==> config.mk <==
export PLATFORM = sky130hd
export DESIGN_NAME = flight_director_mode_law
export DESIGN_NICKNAME = d
export VERILOG_FILES = /design/src/hdl/fdml_pkg.sv /design/src/hdl/flight_director_mode_law.sv
export SDC_FILE = /design/constraint.sdc
export NUM_CORES = 2
export LEC_CHECK = 0
export BUFFER_PORTS_ARGS = -buffer_cell sky130_fd_sc_hd__buf_2
export CORE_MARGIN = 5
export CORE_UTILIZATION = 65
export DETAILED_ROUTE_END_ITERATION = 12
export HOLD_SLACK_MARGIN = 0.1
export PLACE_DENSITY_LB_ADDON = 0.12
export SETUP_SLACK_MARGIN = 0.5
export SYNTH_ARGS = -nofsm -noshare
export SYNTH_HDL_FRONTEND = slang
export SYNTH_SLANG_ARGS = --single-unit
==> constraint.sdc <==
create_clock -name i_clk -period 18.35 [get_ports i_clk]
set_input_delay 2.7525 -clock i_clk [delete_from_list [all_inputs] [get_ports i_clk]]
set_output_delay 2.7525 -clock i_clk [all_outputs]
set_load 0.05 [all_outputs]
==> src/hdl/fdml_pkg.sv <==
// ----------------------------------------------------------------------------
// fdml_pkg
// Widths, register indexes, mode codes, constants and helpers for the
// flight director mode law.
// ----------------------------------------------------------------------------
package fdml_pkg;

    localparam int BANK_W     = 17;
    localparam int HDG_W      = 17;
    localparam int ALT_W      = 24;
    localparam int VS_W       = 16;
    localparam int LOC_W      = 14;
    localparam int GS_W       = 20;
    localparam int DEM_W      = 17;
    localparam int S_TDATA_W  = 112;
    localparam int M_TDATA_W  = 40;
    localparam int CFG_IDX_W  = 4;
    localparam int CFG_DATA_W = 24;
    localparam int OP_W       = 26;
    localparam int PROD_W     = 2 * OP_W;

    // register indexes
    localparam logic [CFG_IDX_W-1:0] REG_MODE        = 4'd0;
    localparam logic [CFG_IDX_W-1:0] REG_TGT_HEADING = 4'd1;
    localparam logic [CFG_IDX_W-1:0] REG_TGT_ALT     = 4'd2;
    localparam logic [CFG_IDX_W-1:0] REG_TGT_CLIMB   = 4'd3;
    localparam logic [CFG_IDX_W-1:0] REG_ROLL_GAIN   = 4'd4;
    localparam logic [CFG_IDX_W-1:0] REG_PITCH_GAIN  = 4'd5;
    localparam logic [CFG_IDX_W-1:0] REG_ROLL_LIMIT  = 4'd6;
    localparam logic [CFG_IDX_W-1:0] REG_PITCH_LIMIT = 4'd7;

    // mode codes
    localparam logic [2:0] MODE_HEADING  = 3'd0;
    localparam logic [2:0] MODE_ALTITUDE = 3'd1;
    localparam logic [2:0] MODE_APPROACH = 3'd2;
    localparam logic [2:0] MODE_CLIMB    = 3'd3;
    localparam logic [2:0] MODE_DESCENT  = 3'd4;
    localparam logic [2:0] MODE_GPS      = 3'd5;

    // reset values
    localparam logic [15:0] ROLL_GAIN_RST   = 16'd128;
    localparam logic [15:0] PITCH_GAIN_RST  = 16'd77;
    localparam logic [15:0] ROLL_LIMIT_RST  = 16'd7680;
    localparam logic [15:0] PITCH_LIMIT_RST = 16'd3840;

    localparam logic signed [17:0] FULL_TURN = 18'sd92160;
    localparam logic signed [17:0] HALF_TURN = 18'sd46080;

    // thresholds, all 1/256 units
    localparam logic [16:0] BANK_SCALE_THR = 17'd1280;
    localparam logic [23:0] ALT_NEAR_THR   = 24'd12800;
    localparam logic signed [24:0] ALT_FAR_THR = 25'sd25600;
    localparam logic [17:0] CLIMB_PITCH    = 18'd2048;
    localparam logic [13:0] LOC_WIDE_THR   = 14'd256;
    localparam logic [13:0] LOC_CAPT_THR   = 14'd51;
    localparam logic [13:0] LOC_LOSS_THR   = 14'd103;
    localparam logic [19:0] GS_WIDE_THR    = 20'd38400;
    localparam logic [19:0] GS_CAPT_THR    = 20'd12800;
    localparam logic [19:0] GS_LOSS_THR    = 20'd25600;
    localparam logic [16:0] LOC_CAPT_LIM   = 17'd2560;
    localparam logic [16:0] LOC_WIDE_LIM   = 17'd5120;
    localparam logic [11:0] GS_CAPT_LIM    = 12'd1280;
    localparam logic [11:0] GS_WIDE_LIM    = 12'd2560;

    // reciprocals: floor(y/5) = (y*RECIP5)>>28 for y < 2**26,
    // floor(y/25) = (y*RECIP25)>>24 for y < 2**20
    localparam logic [OP_W-1:0] RECIP5    = 26'd53687092;
    localparam int              RECIP5_SH = 28;
    localparam logic [OP_W-1:0] RECIP25    = 26'd671089;
    localparam int              RECIP25_SH = 24;

    typedef enum logic [4:0] {
        S_IDLE = 5'b00001,
        S_LOAD = 5'b00010,
        S_MUL  = 5'b00100,
        S_POST = 5'b01000,
        S_FIN  = 5'b10000
    } t_state;

    typedef enum logic [1:0] {
        J_HEAD  = 2'd0,   // heading error times roll gain
        J_HDIV  = 2'd1,   // divide by 5 for banked scaling
        J_PITCH = 2'd2,   // altitude error times pitch gain
        J_PDIV  = 2'd3    // divide by 25 for climb, descent, glide slope
    } t_job;

    function automatic logic [15:0] clamp_mag(input logic [31:0] mag, input logic [15:0] lim);
        clamp_mag = (mag > {16'd0, lim}) ? lim : mag[15:0];
    endfunction

    function automatic logic signed [17:0] apply_sign(input logic [15:0] mag, input logic neg);
        logic signed [17:0] v;
        v = $signed({2'b00, mag});
        apply_sign = neg ? -v : v;
    endfunction

endpackage

==> src/hdl/flight_director_mode_law.sv <==
// ----------------------------------------------------------------------------
// flight_director_mode_law
// Roll and pitch command laws for heading, altitude, climb, descent,
// GPS track and ILS approach, with localizer and glide-slope capture.
// ----------------------------------------------------------------------------
//  channel   direction  handshake              payload
//  s         in         i_s_tvalid/o_s_tready  i_s_tdata  one sensor sample
//  m         out        o_m_tvalid/i_m_tready  o_m_tdata  roll, pitch, flags
//  cfg       in         i_cfg_valid/o_cfg_ready i_cfg_index, i_cfg_data
//
//  Per sample: load, one multiply/post pair on the shared 26x26 multiplier
//  for heading gain outside approach, divide by 5 when banked and the pitch
//  term when the mode needs one, then finish; unused modes go from load to
//  finish. No sample is taken until finish. Reset is synchronous, active
//  low, and restores the register defaults and clears both capture flags. A
//  stalled result holds in the output register; finish waits for it.
// ----------------------------------------------------------------------------
module flight_director_mode_law (
    input  logic                               i_clk,
    input  logic                               i_rst_n,
    input  logic                               i_s_tvalid,
    output logic                               o_s_tready,
    // bank_angle, heading_now, altitude_now, climb_rate_now,
    // lateral_deviation, vertical_deviation, zero fill
    input  logic [fdml_pkg::S_TDATA_W-1:0]     i_s_tdata,
    output logic                               o_m_tvalid,
    input  logic                               i_m_tready,
    // roll_demand, pitch_demand, lateral_locked, vertical_locked, zero fill
    output logic [fdml_pkg::M_TDATA_W-1:0]     o_m_tdata,
    input  logic                               i_cfg_valid,
    output logic                               o_cfg_ready,
    input  logic [fdml_pkg::CFG_IDX_W-1:0]     i_cfg_index,
    input  logic [fdml_pkg::CFG_DATA_W-1:0]    i_cfg_data
);

    // configuration
    logic [2:0]         r_mode;
    logic [16:0]        r_tgt_hdg;
    logic signed [23:0] r_tgt_alt;
    logic signed [15:0] r_tgt_vs;
    logic [15:0]        r_roll_gain;
    logic [15:0]        r_pitch_gain;
    logic [15:0]        r_roll_limit;
    logic [15:0]        r_pitch_limit;

    // sample
    logic signed [16:0] r_bank;
    logic [16:0]        r_hdg;
    logic signed [23:0] r_alt;
    logic signed [15:0] r_vs;
    logic signed [13:0] r_loc;
    logic signed [19:0] r_gs;

    // sequencer and datapath
    fdml_pkg::t_state            r_state;
    fdml_pkg::t_job              r_job;
    logic [fdml_pkg::OP_W-1:0]   r_op_a;
    logic [fdml_pkg::OP_W-1:0]   r_op_b;
    logic [fdml_pkg::PROD_W-1:0] r_prod;
    logic                        r_roll_neg;
    logic                        r_bank_big;
    logic signed [17:0]          r_roll;
    logic signed [17:0]          r_pitch;
    logic                        r_plan_run;
    fdml_pkg::t_job              r_plan_job;
    logic [fdml_pkg::OP_W-1:0]   r_plan_a;
    logic [fdml_pkg::OP_W-1:0]   r_plan_b;
    logic                        r_plan_neg;
    logic [11:0]                 r_plan_lim;
    logic                        r_a_small;
    logic signed [15:0]          r_vs_term;
    logic                        r_lat_cap;
    logic                        r_vert_cap;
    logic                        r_out_valid;
    logic [fdml_pkg::M_TDATA_W-1:0] r_out_data;

    // ---------------- sample decode for the load step ----------------
    logic signed [17:0] hdg_diff, hdg_err, hdg_err_abs, bank_abs;
    logic [15:0]        hdg_mag;
    logic [16:0]        bank_mag;
    logic signed [24:0] alt_err, alt_abs;
    logic [23:0]        alt_mag;
    logic [16:0]        climb_y;
    logic signed [16:0] vs_diff, vs_abs;
    logic [16:0]        vs_mag;
    logic [16:0]        vs_rnd;
    logic signed [15:0] vs_term;
    logic signed [14:0] loc_abs;
    logic [13:0]        loc_mag;
    logic [16:0]        loc_x5, loc_x10;
    logic [16:0]        ap_roll_mag;
    logic signed [20:0] gs_abs;
    logic [19:0]        gs_mag;
    logic [20:0]        gs_sum;

    logic                        pl_run;
    fdml_pkg::t_job              pl_job;
    logic [fdml_pkg::OP_W-1:0]   pl_a;
    logic [fdml_pkg::OP_W-1:0]   pl_b;
    logic                        pl_neg;
    logic [11:0]                 pl_lim;
    logic signed [17:0]          pl_preset;

    always_comb begin
        hdg_diff = $signed({1'b0, r_tgt_hdg}) - $signed({1'b0, r_hdg});
        if (hdg_diff > fdml_pkg::HALF_TURN) begin
            hdg_err = hdg_diff - fdml_pkg::FULL_TURN;
        end else if (hdg_diff < -fdml_pkg::HALF_TURN) begin
            hdg_err = hdg_diff + fdml_pkg::FULL_TURN;
        end else begin
            hdg_err = hdg_diff;
        end
        hdg_err_abs = (hdg_err < 0) ? -hdg_err : hdg_err;
        hdg_mag     = hdg_err_abs[15:0];

        bank_abs = (r_bank < 0) ? -18'(r_bank) : 18'(r_bank);
        bank_mag = bank_abs[16:0];

        alt_err = 25'(r_tgt_alt) - 25'(r_alt);
        alt_abs = (alt_err < 0) ? -alt_err : alt_err;
        alt_mag = alt_abs[23:0];
        // rdiv(8a, 100) == floor((2|a| + 12) / 25) for the near band
        climb_y = 17'({alt_mag[15:0], 1'b0}) + 17'd12;

        vs_diff = 17'(r_tgt_vs) - 17'(r_vs);
        vs_abs  = (vs_diff < 0) ? -vs_diff : vs_diff;
        vs_mag  = vs_abs[16:0];
        vs_rnd  = (vs_mag + 17'd2) >> 2;
        vs_term = (vs_diff < 0) ? -$signed({1'b0, vs_rnd[14:0]})
                                :  $signed({1'b0, vs_rnd[14:0]});

        loc_abs = (r_loc < 0) ? -15'(r_loc) : 15'(r_loc);
        loc_mag = loc_abs[13:0];
        loc_x5  = ({3'd0, loc_mag} << 2) + {3'd0, loc_mag};
        loc_x10 = {loc_x5[15:0], 1'b0};
        if (r_lat_cap) begin
            ap_roll_mag = (loc_x5 > fdml_pkg::LOC_CAPT_LIM) ? fdml_pkg::LOC_CAPT_LIM : loc_x5;
        end else if (loc_mag > fdml_pkg::LOC_WIDE_THR) begin
            ap_roll_mag = (loc_x10 > fdml_pkg::LOC_WIDE_LIM) ? fdml_pkg::LOC_WIDE_LIM : loc_x10;
        end else begin
            ap_roll_mag = '0;
        end

        gs_abs = (r_gs < 0) ? -21'(r_gs) : 21'(r_gs);
        gs_mag = gs_abs[19:0];
        gs_sum = {1'b0, gs_mag} + 21'd100;   // >>3 then /25 gives /200

        // pitch plan by mode
        pl_run    = 1'b0;
        pl_job    = fdml_pkg::J_PDIV;
        pl_a      = '0;
        pl_b      = fdml_pkg::RECIP25;
        pl_neg    = 1'b0;
        pl_lim    = fdml_pkg::GS_WIDE_LIM;
        pl_preset = '0;
        case (r_mode)
            fdml_pkg::MODE_ALTITUDE: begin
                pl_run = 1'b1;
                pl_job = fdml_pkg::J_PITCH;
                pl_a   = fdml_pkg::OP_W'(alt_mag);
                pl_b   = fdml_pkg::OP_W'(r_pitch_gain);
                pl_neg = alt_err < 0;
            end
            fdml_pkg::MODE_CLIMB: begin
                if (alt_err > fdml_pkg::ALT_FAR_THR) begin
                    pl_preset = $signed(fdml_pkg::CLIMB_PITCH);
                end else if (alt_err > 0) begin
                    pl_run = 1'b1;
                    pl_a   = fdml_pkg::OP_W'(climb_y);
                end
            end
            fdml_pkg::MODE_DESCENT: begin
                if (alt_err < -fdml_pkg::ALT_FAR_THR) begin
                    pl_preset = -$signed(fdml_pkg::CLIMB_PITCH);
                end else if (alt_err < 0) begin
                    pl_run = 1'b1;
                    pl_a   = fdml_pkg::OP_W'(climb_y);
                    pl_neg = 1'b1;
                end
            end
            fdml_pkg::MODE_APPROACH: begin
                if (r_vert_cap || gs_mag > fdml_pkg::GS_WIDE_THR) begin
                    pl_run = 1'b1;
                    pl_a   = fdml_pkg::OP_W'(gs_sum[20:3]);
                    pl_neg = r_gs < 0;
                    pl_lim = r_vert_cap ? fdml_pkg::GS_CAPT_LIM : fdml_pkg::GS_WIDE_LIM;
                end
            end
            default: begin
            end
        endcase
    end

    // ---------------- post-multiply views of the product ----------------
    logic [39:0] rnd8_sum;
    logic [31:0] rnd8;
    logic [31:0] y5_sum;
    logic [fdml_pkg::OP_W-1:0] y5;
    logic [23:0] q5;
    logic [15:0] q25;

    always_comb begin
        rnd8_sum = r_prod[39:0] + 40'd128;
        rnd8     = rnd8_sum[39:8];
        // rdiv(e*g*4, 1280) == floor((e*g + 160) / 320)
        y5_sum   = r_prod[31:0] + 32'd160;
        y5       = y5_sum[31:6];
        q5       = r_prod[fdml_pkg::RECIP5_SH +: 24];
        q25      = r_prod[fdml_pkg::RECIP25_SH +: 16];
    end

    logic signed [17:0] pitch_abs;
    logic [15:0]        pitch_fin;
    logic signed [17:0] pitch_out;
    logic [15:0]        roll_post_mag;

    always_comb begin
        pitch_abs     = (r_pitch < 0) ? -r_pitch : r_pitch;
        pitch_fin     = fdml_pkg::clamp_mag({15'd0, pitch_abs[16:0]}, r_pitch_limit);
        pitch_out     = fdml_pkg::apply_sign(pitch_fin, r_pitch < 0);
        roll_post_mag = (r_job == fdml_pkg::J_HDIV)
                      ? fdml_pkg::clamp_mag({8'd0, q5}, r_roll_limit)
                      : fdml_pkg::clamp_mag(rnd8, r_roll_limit);
    end

    assign o_s_tready  = (r_state == fdml_pkg::S_IDLE);
    assign o_m_tvalid  = r_out_valid;
    assign o_m_tdata   = r_out_data;
    assign o_cfg_ready = 1'b1;

    // ---------------- configuration ----------------
    always_ff @(posedge i_clk) begin
        if (!i_rst_n) begin
            r_mode        <= fdml_pkg::MODE_HEADING;
            r_tgt_hdg     <= '0;
            r_tgt_alt     <= '0;
            r_tgt_vs      <= '0;
            r_roll_gain   <= fdml_pkg::ROLL_GAIN_RST;
            r_pitch_gain  <= fdml_pkg::PITCH_GAIN_RST;
            r_roll_limit  <= fdml_pkg::ROLL_LIMIT_RST;
            r_pitch_limit <= fdml_pkg::PITCH_LIMIT_RST;
        end else if (i_cfg_valid) begin
            case (i_cfg_index)
                fdml_pkg::REG_MODE:        r_mode        <= i_cfg_data[2:0];
                fdml_pkg::REG_TGT_HEADING: r_tgt_hdg     <= i_cfg_data[16:0];
                fdml_pkg::REG_TGT_ALT:     r_tgt_alt     <= $signed(i_cfg_data[23:0]);
                fdml_pkg::REG_TGT_CLIMB:   r_tgt_vs      <= $signed(i_cfg_data[15:0]);
                fdml_pkg::REG_ROLL_GAIN:   r_roll_gain   <= i_cfg_data[15:0];
                fdml_pkg::REG_PITCH_GAIN:  r_pitch_gain  <= i_cfg_data[15:0];
                fdml_pkg::REG_ROLL_LIMIT:  r_roll_limit  <= i_cfg_data[15:0];
                fdml_pkg::REG_PITCH_LIMIT: r_pitch_limit <= i_cfg_data[15:0];
                default: begin
                end
            endcase
        end
    end

    // ---------------- sequencer ----------------
    always_ff @(posedge i_clk) begin
        if (!i_rst_n) begin
            r_state     <= fdml_pkg::S_IDLE;
            r_lat_cap   <= 1'b0;
            r_vert_cap  <= 1'b0;
            r_out_valid <= 1'b0;
        end else begin
            if (r_out_valid && i_m_tready) begin
                r_out_valid <= 1'b0;
            end
            case (r_state)
                fdml_pkg::S_IDLE: begin
                    if (i_s_tvalid) begin
                        r_bank  <= $signed(i_s_tdata[16:0]);
                        r_hdg   <= i_s_tdata[33:17];
                        r_alt   <= $signed(i_s_tdata[57:34]);
                        r_vs    <= $signed(i_s_tdata[73:58]);
                        r_loc   <= $signed(i_s_tdata[87:74]);
                        r_gs    <= $signed(i_s_tdata[107:88]);
                        r_state <= fdml_pkg::S_LOAD;
                    end
                end
                fdml_pkg::S_LOAD: begin
                    r_roll     <= '0;
                    r_pitch    <= pl_preset;
                    r_plan_run <= pl_run;
                    r_plan_job <= pl_job;
                    r_plan_a   <= pl_a;
                    r_plan_b   <= pl_b;
                    r_plan_neg <= pl_neg;
                    r_plan_lim <= pl_lim;
                    r_a_small  <= alt_mag < fdml_pkg::ALT_NEAR_THR;
                    r_vs_term  <= vs_term;
                    r_roll_neg <= hdg_err < 0;
                    r_bank_big <= bank_mag > fdml_pkg::BANK_SCALE_THR;
                    case (r_mode)
                        fdml_pkg::MODE_HEADING, fdml_pkg::MODE_GPS,
                        fdml_pkg::MODE_ALTITUDE, fdml_pkg::MODE_CLIMB,
                        fdml_pkg::MODE_DESCENT: begin
                            r_op_a  <= fdml_pkg::OP_W'(hdg_mag);
                            r_op_b  <= fdml_pkg::OP_W'(r_roll_gain);
                            r_job   <= fdml_pkg::J_HEAD;
                            r_state <= fdml_pkg::S_MUL;
                        end
                        fdml_pkg::MODE_APPROACH: begin
                            r_roll <= fdml_pkg::apply_sign(
                                fdml_pkg::clamp_mag({15'd0, ap_roll_mag}, r_roll_limit),
                                r_loc < 0);
                            // demands above use the flags as they were
                            if (r_lat_cap) begin
                                r_lat_cap <= !(loc_mag >= fdml_pkg::LOC_LOSS_THR);
                            end else begin
                                r_lat_cap <= loc_mag <= fdml_pkg::LOC_CAPT_THR;
                            end
                            if (r_vert_cap) begin
                                r_vert_cap <= !(gs_mag > fdml_pkg::GS_LOSS_THR);
                            end else begin
                                r_vert_cap <= gs_mag < fdml_pkg::GS_CAPT_THR;
                            end
                            r_op_a  <= pl_a;
                            r_op_b  <= pl_b;
                            r_job   <= fdml_pkg::J_PDIV;
                            r_state <= pl_run ? fdml_pkg::S_MUL : fdml_pkg::S_FIN;
                        end
                        default: begin
                            r_state <= fdml_pkg::S_FIN;
                        end
                    endcase
                end
                fdml_pkg::S_MUL: begin
                    r_prod  <= r_op_a * r_op_b;
                    r_state <= fdml_pkg::S_POST;
                end
                fdml_pkg::S_POST: begin
                    case (r_job)
                        fdml_pkg::J_HEAD, fdml_pkg::J_HDIV: begin
                            if (r_job == fdml_pkg::J_HEAD && r_bank_big) begin
                                r_op_a  <= y5;
                                r_op_b  <= fdml_pkg::RECIP5;
                                r_job   <= fdml_pkg::J_HDIV;
                                r_state <= fdml_pkg::S_MUL;
                            end else begin
                                r_roll <= fdml_pkg::apply_sign(roll_post_mag, r_roll_neg);
                                if (r_plan_run) begin
                                    r_op_a  <= r_plan_a;
                                    r_op_b  <= r_plan_b;
                                    r_job   <= r_plan_job;
                                    r_state <= fdml_pkg::S_MUL;
                                end else begin
                                    r_state <= fdml_pkg::S_FIN;
                                end
                            end
                        end
                        fdml_pkg::J_PITCH: begin
                            r_pitch <= fdml_pkg::apply_sign(
                                           fdml_pkg::clamp_mag(rnd8, r_pitch_limit), r_plan_neg)
                                     + (r_a_small ? 18'(r_vs_term) : 18'sd0);
                            r_state <= fdml_pkg::S_FIN;
                        end
                        default: begin
                            r_pitch <= fdml_pkg::apply_sign(
                                fdml_pkg::clamp_mag({16'd0, q25}, {4'd0, r_plan_lim}),
                                r_plan_neg);
                            r_state <= fdml_pkg::S_FIN;
                        end
                    endcase
                end
                fdml_pkg::S_FIN: begin
                    if (!r_out_valid || i_m_tready) begin
                        r_out_data  <= {4'd0, r_vert_cap, r_lat_cap,
                                        pitch_out[16:0], r_roll[16:0]};
                        r_out_valid <= 1'b1;
                        r_state     <= fdml_pkg::S_IDLE;
                    end
                end
                default: begin
                    r_state <= fdml_pkg::S_IDLE;
                end
            endcase
        end
    end

    // ---------------- assertions ----------------
    a_roll_in_limit: assert property (@(posedge i_clk) disable iff (!i_rst_n)
        o_m_tvalid |-> ($signed(o_m_tdata[16:0]) <= $signed({2'b00, r_roll_limit}))
                    && ($signed(o_m_tdata[16:0]) >= -$signed({2'b00, r_roll_limit})))
        else $error("roll demand beyond roll limit");

    a_pitch_in_limit: assert property (@(posedge i_clk) disable iff (!i_rst_n)
        o_m_tvalid |-> ($signed(o_m_tdata[33:17]) <= $signed({2'b00, r_pitch_limit}))
                    && ($signed(o_m_tdata[33:17]) >= -$signed({2'b00, r_pitch_limit})))
        else $error("pitch demand beyond pitch limit");

    a_accept_loads: assert property (@(posedge i_clk) disable iff (!i_rst_n)
        (i_s_tvalid && o_s_tready) |=> (r_state == fdml_pkg::S_LOAD))
        else $error("accepted sample not loaded");

    a_capture_held: assert property (@(posedge i_clk) disable iff (!i_rst_n)
        (r_state == fdml_pkg::S_LOAD && r_mode != fdml_pkg::MODE_APPROACH)
        |=> ($stable(r_lat_cap) && $stable(r_vert_cap)))
        else $error("capture flags changed outside approach");

    a_fin_not_overwrite: assert property (@(posedge i_clk) disable iff (!i_rst_n)
        (r_state == fdml_pkg::S_FIN && r_out_valid && !i_m_tready)
        |=> (r_state == fdml_pkg::S_FIN && $stable(r_out_data)))
        else $error("pending result overwritten");

endmodule

* Word-level counts from Yosys, hierarchy flattened
Index checks and enable logic that the tools add are counted.
** Storage, ports and cells
- Output and inout port bits :: 43
- Input port bits :: 145
- Register bits after elaboration :: 504
** Operators by class
- Equality and inequality tests :: 26
- $lt $le $gt $ge :: 28
- Muxes and demuxes :: 81
- Reductions and logical operators :: 31
- Multiply operators :: 1
- Add/sub/neg operators :: 25
** Operator list (number)
- 17-bit two-way mux :: 16
- 26-bit one-hot mux with 2 select lines :: 4
- 26-bit two-way mux :: 6
- 16-bit two-way mux :: 9
- 18-bit two-way mux :: 7
- 18-bit one-hot mux with 2 select lines :: 3
- 24-bit one-hot mux with 4 select lines :: 1
- 32-bit by 16-bit > comparator with 1-bit output :: 2
- 26-bit by 26-bit multiplier with 52-bit output :: 1
- 16-bit negation with 17-bit output :: 3
- 17-bit negation :: 3
- 40-bit by 8-bit adder with 40-bit output (second input constant) :: 1
- 20-bit two-way mux :: 2
- 18-bit by 1-bit < comparator with 1-bit output (second input constant) :: 2
- 16-bit negation with 18-bit output :: 2
- 17-bit by 16-bit > comparator with 1-bit output :: 2
- 17-bit by 1-bit < comparator with 1-bit output (second input constant) :: 2
- 17-bit one-hot mux with 2 select lines :: 1
- 32-bit by 8-bit adder with 32-bit output (second input constant) :: 1
- 5-bit two-way mux :: 6
- 2-bit AND reduction :: 13
- 25-bit by 1-bit > comparator with 1-bit output (second input constant) :: 1
- 25-bit by 16-bit > comparator with 1-bit output (second input constant) :: 1
- 25-bit by 1-bit < comparator with 1-bit output (second input constant) :: 1
- 71 further kinds :: 102

* Logic depth before layout (Yosys ltp)
- Depth after elaboration :: 13
- Depth in mapped cells :: 37
- Depth with buffers taken out :: 33

* Worst setup path before layout
Ideal clock, no wire load.
- Path kind :: reg-to-reg
- From :: register r_loc[0]
- To :: register r_roll[13] (data pin)
- Stages on the path, launching flop included :: 33
- Slack :: 10159 ps
- Setup time :: 271 ps
- Arrival time :: 7920 ps
- Path buffers :: 2
- Cells stage by stage :: edfxtp_1 > clkbuf_1 > inv_1 > ha_1 > or3b_1 > a221oi_2 > inv_1 > ha_1 > or3_1 > o21ai_0 > a31oi_1 > a311oi_2 > o21a_1 > o211ai_1 > a2111oi_2 > nand2_1 > a21oi_1 > a22o_1 > ha_1 > a21o_1 > a21oi_1 > nor2b_1 > a2111oi_0 > a2111oi_0 > o31a_1 > o21ai_1 > clkbuf_1 > o21ai_0 > o32ai_1 > nand3_1 > o41ai_2 > xnor2_1 > o22ai_1
** On the way
- Longest elaborated chain between the ends :: 13
** Ends and longest elaborated chain
- start: declaration :: line flight_director_mode_law.sv:51 : logic signed [13:0] r_loc;
- start signal: assignment :: line flight_director_mode_law.sv:276 : r_loc <= $signed(i_s_tdata[87:74]);
- 14-bit negation / 14-bit by 1-bit < comparator with 1-bit output (equally long branches) :: line flight_director_mode_law.sv:132, flight_director_mode_law.sv:306
- 14-bit two-way mux :: line flight_director_mode_law.sv:132 : loc_abs = (r_loc < 0) ? -15'(r_loc) : 15'(r_loc);
- 16-bit by 14-bit adder with 17-bit output :: line flight_director_mode_law.sv:134 : loc_x5 = ({3'd0, loc_mag} << 2) + {3'd0, loc_mag};
- 17-bit by 13-bit > comparator with 1-bit output :: line flight_director_mode_law.sv:139 : ap_roll_mag = (loc_x10 > fdml_pkg::LOC_WIDE_LIM) ? fdml_pkg::LOC_WIDE_LIM : loc_x10;
- 17-bit two-way mux :: line flight_director_mode_law.sv:139
- 17-bit two-way mux :: line flight_director_mode_law.sv:138 : end else if (loc_mag > fdml_pkg::LOC_WIDE_THR) begin
- 17-bit two-way mux :: line flight_director_mode_law.sv:136 : if (r_lat_cap) begin
- 17-bit by 16-bit > comparator with 1-bit output :: line fdml_pkg.sv:88 : clamp_mag = (mag > {16'd0, lim}) ? lim : mag[15:0];
- 16-bit two-way mux :: line fdml_pkg.sv:88
- 16-bit negation with 17-bit output :: line fdml_pkg.sv:94 : apply_sign = neg ? -v : v;
- 17-bit two-way mux * :: line fdml_pkg.sv:94
- 17-bit two-way mux * :: line flight_director_mode_law.sv:294 : case (r_mode)
- 17-bit one-hot mux with 2 select lines * :: line flight_director_mode_law.sv:269 : case (r_state)
- end signal: assignment :: line flight_director_mode_law.sv:304 : r_roll <= fdml_pkg::apply_sign(
- end signal: assignment :: line flight_director_mode_law.sv:341 : r_roll <= fdml_pkg::apply_sign(roll_post_mag, r_roll_neg);
- end: declaration :: line flight_director_mode_law.sv:62 : logic signed [17:0] r_roll;
Every way passes the cells marked *; elsewhere a longest branch is shown, timed or not.
A chain may end at the register's enable or synchronous reset.

* Worst setup path in the final report
- From :: register r_op_b[12] in the netlist's numbering
- To :: register r_prod[51] in the netlist's numbering (data pin)
** On the way
- Longest elaborated chain between the ends :: 1
** Ends and longest elaborated chain
- start: declaration :: line flight_director_mode_law.sv:58 : logic [fdml_pkg::OP_W-1:0] r_op_b;
- start signal: assignment :: line flight_director_mode_law.sv:299 : r_op_b <= fdml_pkg::OP_W'(r_roll_gain);
- start signal: assignment :: line flight_director_mode_law.sv:319 : r_op_b <= pl_b;
- start signal: assignment :: line flight_director_mode_law.sv:337 : r_op_b <= fdml_pkg::RECIP5;
- 26-bit by 26-bit multiplier with 52-bit output :: line flight_director_mode_law.sv:329 : r_prod <= r_op_a * r_op_b;
- end signal: assignment :: line flight_director_mode_law.sv:329
- end: declaration :: line flight_director_mode_law.sv:59 : logic [fdml_pkg::PROD_W-1:0] r_prod;
No other way between the ends.

==> flow_metrics.env <==
export IMPL_outcome="completed"
export IMPL_path_class="reg -> reg"
export IMPL_clkLatencyLatePin_ns=0.61
export IMPL_first_global_vias=41436
export IMPL_die_area_sq_um=86600
export IMPL_power_switching_w=0.00131
export IMPL_syn_cell_area_sq_um=52500
export IMPL_internal_power_w=0.00240
export IMPL_min_path_type="reg -> reg"
export IMPL_synthFlopType="edfxtp_1"
export IMPL_wire_per_inst_um=20.9
export IMPL_overflow=0
export IMPL_ys_async_sr_fraction=0
export IMPL_hold_violations=0
export IMPL_cts_setup_buffers=0
export IMPL_regArea_sq_um=12800
export IMPL_sw_frac_of_total=0.352
export IMPL_pre_cts_slack_ns=8.73
export IMPL_synth_distinct_cells=114
export IMPL_final_nets=6886
export IMPL_r2r_end="r_prod[51]"
export IMPL_finClkSkew_ns=0.0360
export IMPL_synth_edff_count=337
export IMPL_cts_sinks=469
export IMPL_yosys_top_cells_area="edfxtp_1, fa_1, ha_1, inv_1, dfxtp_1"
export IMPL_endpoint="r_prod[51]"
export IMPL_ioPinCount=188
export IMPL_comb_power_share=0.385
export IMPL_drt_iter0_drc=3638
export IMPL_grt_use_total=0.334
export IMPL_synth_cells=5762
export IMPL_critPathBufInv=5
export IMPL_required_ns=18.69
export IMPL_synth_top_area_cell="edfxtp_1"
export IMPL_yosys_register_bits=469
export IMPL_utilization=0.696
export IMPL_finalCriticalPeriod_ns=9.69
export IMPL_worst_path_largest_cell_delay_ns=1.08
export IMPL_slew_headroom=0.221
export IMPL_netlist_area_leader_share=0.193
export IMPL_cp_max_fo=26
export IMPL_clkTransAtPathRegs_ns=0.06
export IMPL_cts_buffers=48
export IMPL_syn_avg_cell_area_sq_um=9.11
export IMPL_finalWeightedCongestion=0.968
export IMPL_grt_pass1_wl_mm=230
export IMPL_finalCritPeriodShare=0.528
export IMPL_drive_gt1_frac=0.0684
export IMPL_power_frac_clock=0.284
export IMPL_rrSetupSlack_ns=8.66
export IMPL_cp_depth=27
export IMPL_end_kind="flip-flop"
export IMPL_arrival_ns=10.02
export IMPL_area_growth_pct=6.45
export IMPL_firstDrtPassIters=6
export IMPL_power_density_nw_per_um2=66.4
export IMPL_ff2ff_path_depth=27
export IMPL_crit_top_cell="fa_1"
export IMPL_grt_max_degree=93
export IMPL_ir_drop_v=0.0000902
export IMPL_die_w_um=294
export IMPL_finalSetupViolCount=0
export IMPL_p_leak_nw=24.6
export IMPL_nFillCells=6338
export IMPL_r2r_start="r_op_b[12]"
export IMPL_yosys_warnings=0
export IMPL_coreArea_sq_um=80300
export IMPL_via_per_inst=6.07
export IMPL_pwr_share_seq=0.332
export IMPL_initial_core_util=0.654
export IMPL_setup_tns_ns=0
export IMPL_vias=41946
export IMPL_yosysMostFrequentCell="inv_1"
export IMPL_cts_buffer_depth=3
export IMPL_tritoncts="built"
export IMPL_drt_total_wl_mm=144
export IMPL_dp_hpwl_mm=112
export IMPL_start_kind="flip-flop"
export IMPL_worstMarginPinSlew_ns=1.17
export IMPL_drc=0
export IMPL_h_tree_depth=2
export IMPL_antenna_found_initial=3
export IMPL_cp_slowest_cell="edfxtp_1"
export IMPL_cts_resized=0
export IMPL_postCtsHoldBufs=0
export IMPL_fmax_mhz=103
export IMPL_ys_top_cells_by_count="inv_1, nand2_1, fa_1"
export IMPL_seq_area_frac_synth=0.243
export IMPL_p_total_w=0.00371
export IMPL_maxCapViolations=0
export IMPL_die_height_um=294
export IMPL_cts_root_buf="clkbuf_16"
export IMPL_rsz0062_at_grt="no"
export IMPL_multi_input_area_sq_um=36000
export IMPL_crit_path_start="r_op_b[12]"
export IMPL_maxSlewViolCount=0
export IMPL_whs_ns=0.421
export IMPL_portBuffers=178
export IMPL_rows=104
export IMPL_postRouteAntennaNets=0
export IMPL_critPathTopFamily="adder cells"
export IMPL_setup_ws_ns=8.66
[layout by cell type (no fill, tap or decap), drive strengths merged, types with 224 or more instances in the layout]
cell,instances
nand2,701
buf,229
fa,499
edfxtp,337
and2,330
a21oi,224
ha,431
inv,773
nor2,251
xnor2,226
[power groups by stage]
stage                     registers [W]  clock network [W]  logic, W
final                           0.00123            0.00105   0.00143
after global placement          0.00125                  0   0.00139
after global routing            0.00123            0.00111   0.00159
after CTS                       0.00123            0.00107   0.00142
after floorplan                 0.00124                  0   0.00105
after detailed placement        0.00125                  0   0.00139
[flip-flops by register name, summed over array words and instances, names as in the netlist, 17 cells and up]
name	flops
r_plan_a	24
r_op_b	19
r_bank	17
r_tgt_alt	24
r_alt	24
r_roll	17
r_gs	20
r_pitch	18
r_prod	47
r_plan_b	17
r_hdg	17
r_tgt_hdg	17
o_m_tdata	36
r_op_a	26
[layout make-up]
type / instances / area share
tap: 1060 / 0.0237
multi-input combinational: 4296 / 0.643
antenna: 1 / 0.0000448
inverter: 767 / 0.0515
timing repair buffer: 229 / 0.0228
clock inverter: 26 / 0.00600
clock buffer: 64 / 0.0242
sequential: 469 / 0.228
[how the worst min path moves through the flow]
stage          startpoint             to  slack, ns  depth (start not counted)
2_1_floorplan   r_roll[0]   o_m_tdata[0]       0.40                          0
3_5_place_dp    r_roll[7]   o_m_tdata[7]       0.41                          0
5_1_grt        r_roll[11]  o_m_tdata[11]       0.43                          0
3_3_place_gp   r_roll[12]  o_m_tdata[12]       0.40                          0
6_report       r_roll[11]  o_m_tdata[11]       0.42                          0
4_1_cts        r_roll[11]  o_m_tdata[11]       0.42                          0
[metal layers]
| layer | vias to the layer above | GRT usage | part of all wire |
|---|---|---|---|
| li1 | 19597 | - | - |
| met1 | 20284 | 0.463 | 0.42 |
| met2 | 1770 | 0.542 | 0.46 |
| met3 | 295 | 0.0464 | 0.078 |
| met4 | 0 | 0.119 | 0.041 |
| met5 | - | 0 | 0 |
[through the flow]
stage | instances | area, sq um
after CTS | 6911 | 55900
after global routing | 6911 | 55900
after floorplan | 5767 | 52500
after global placement | 6821 | 54200
after detailed placement | 6821 | 54200
final | 6912 | 55900
[cells by family (layout without fill, tap and decap cells)]
logic type	count (synthesis)	after routing	synth area share
AND/OR/NAND/NOR	1861	1861	0.177
AO/OA/AOI/OAI	1091	1091	0.144
buffers and inverters	1002	1086	0.0732
adder cells (fa/ha/maj)	930	930	0.293
flip-flops	469	469	0.243
XOR/XNOR	356	356	0.0597
multiplexers	51	51	0.00996
other	2	8	0.000143
Power figures use the tool's default switching activity.
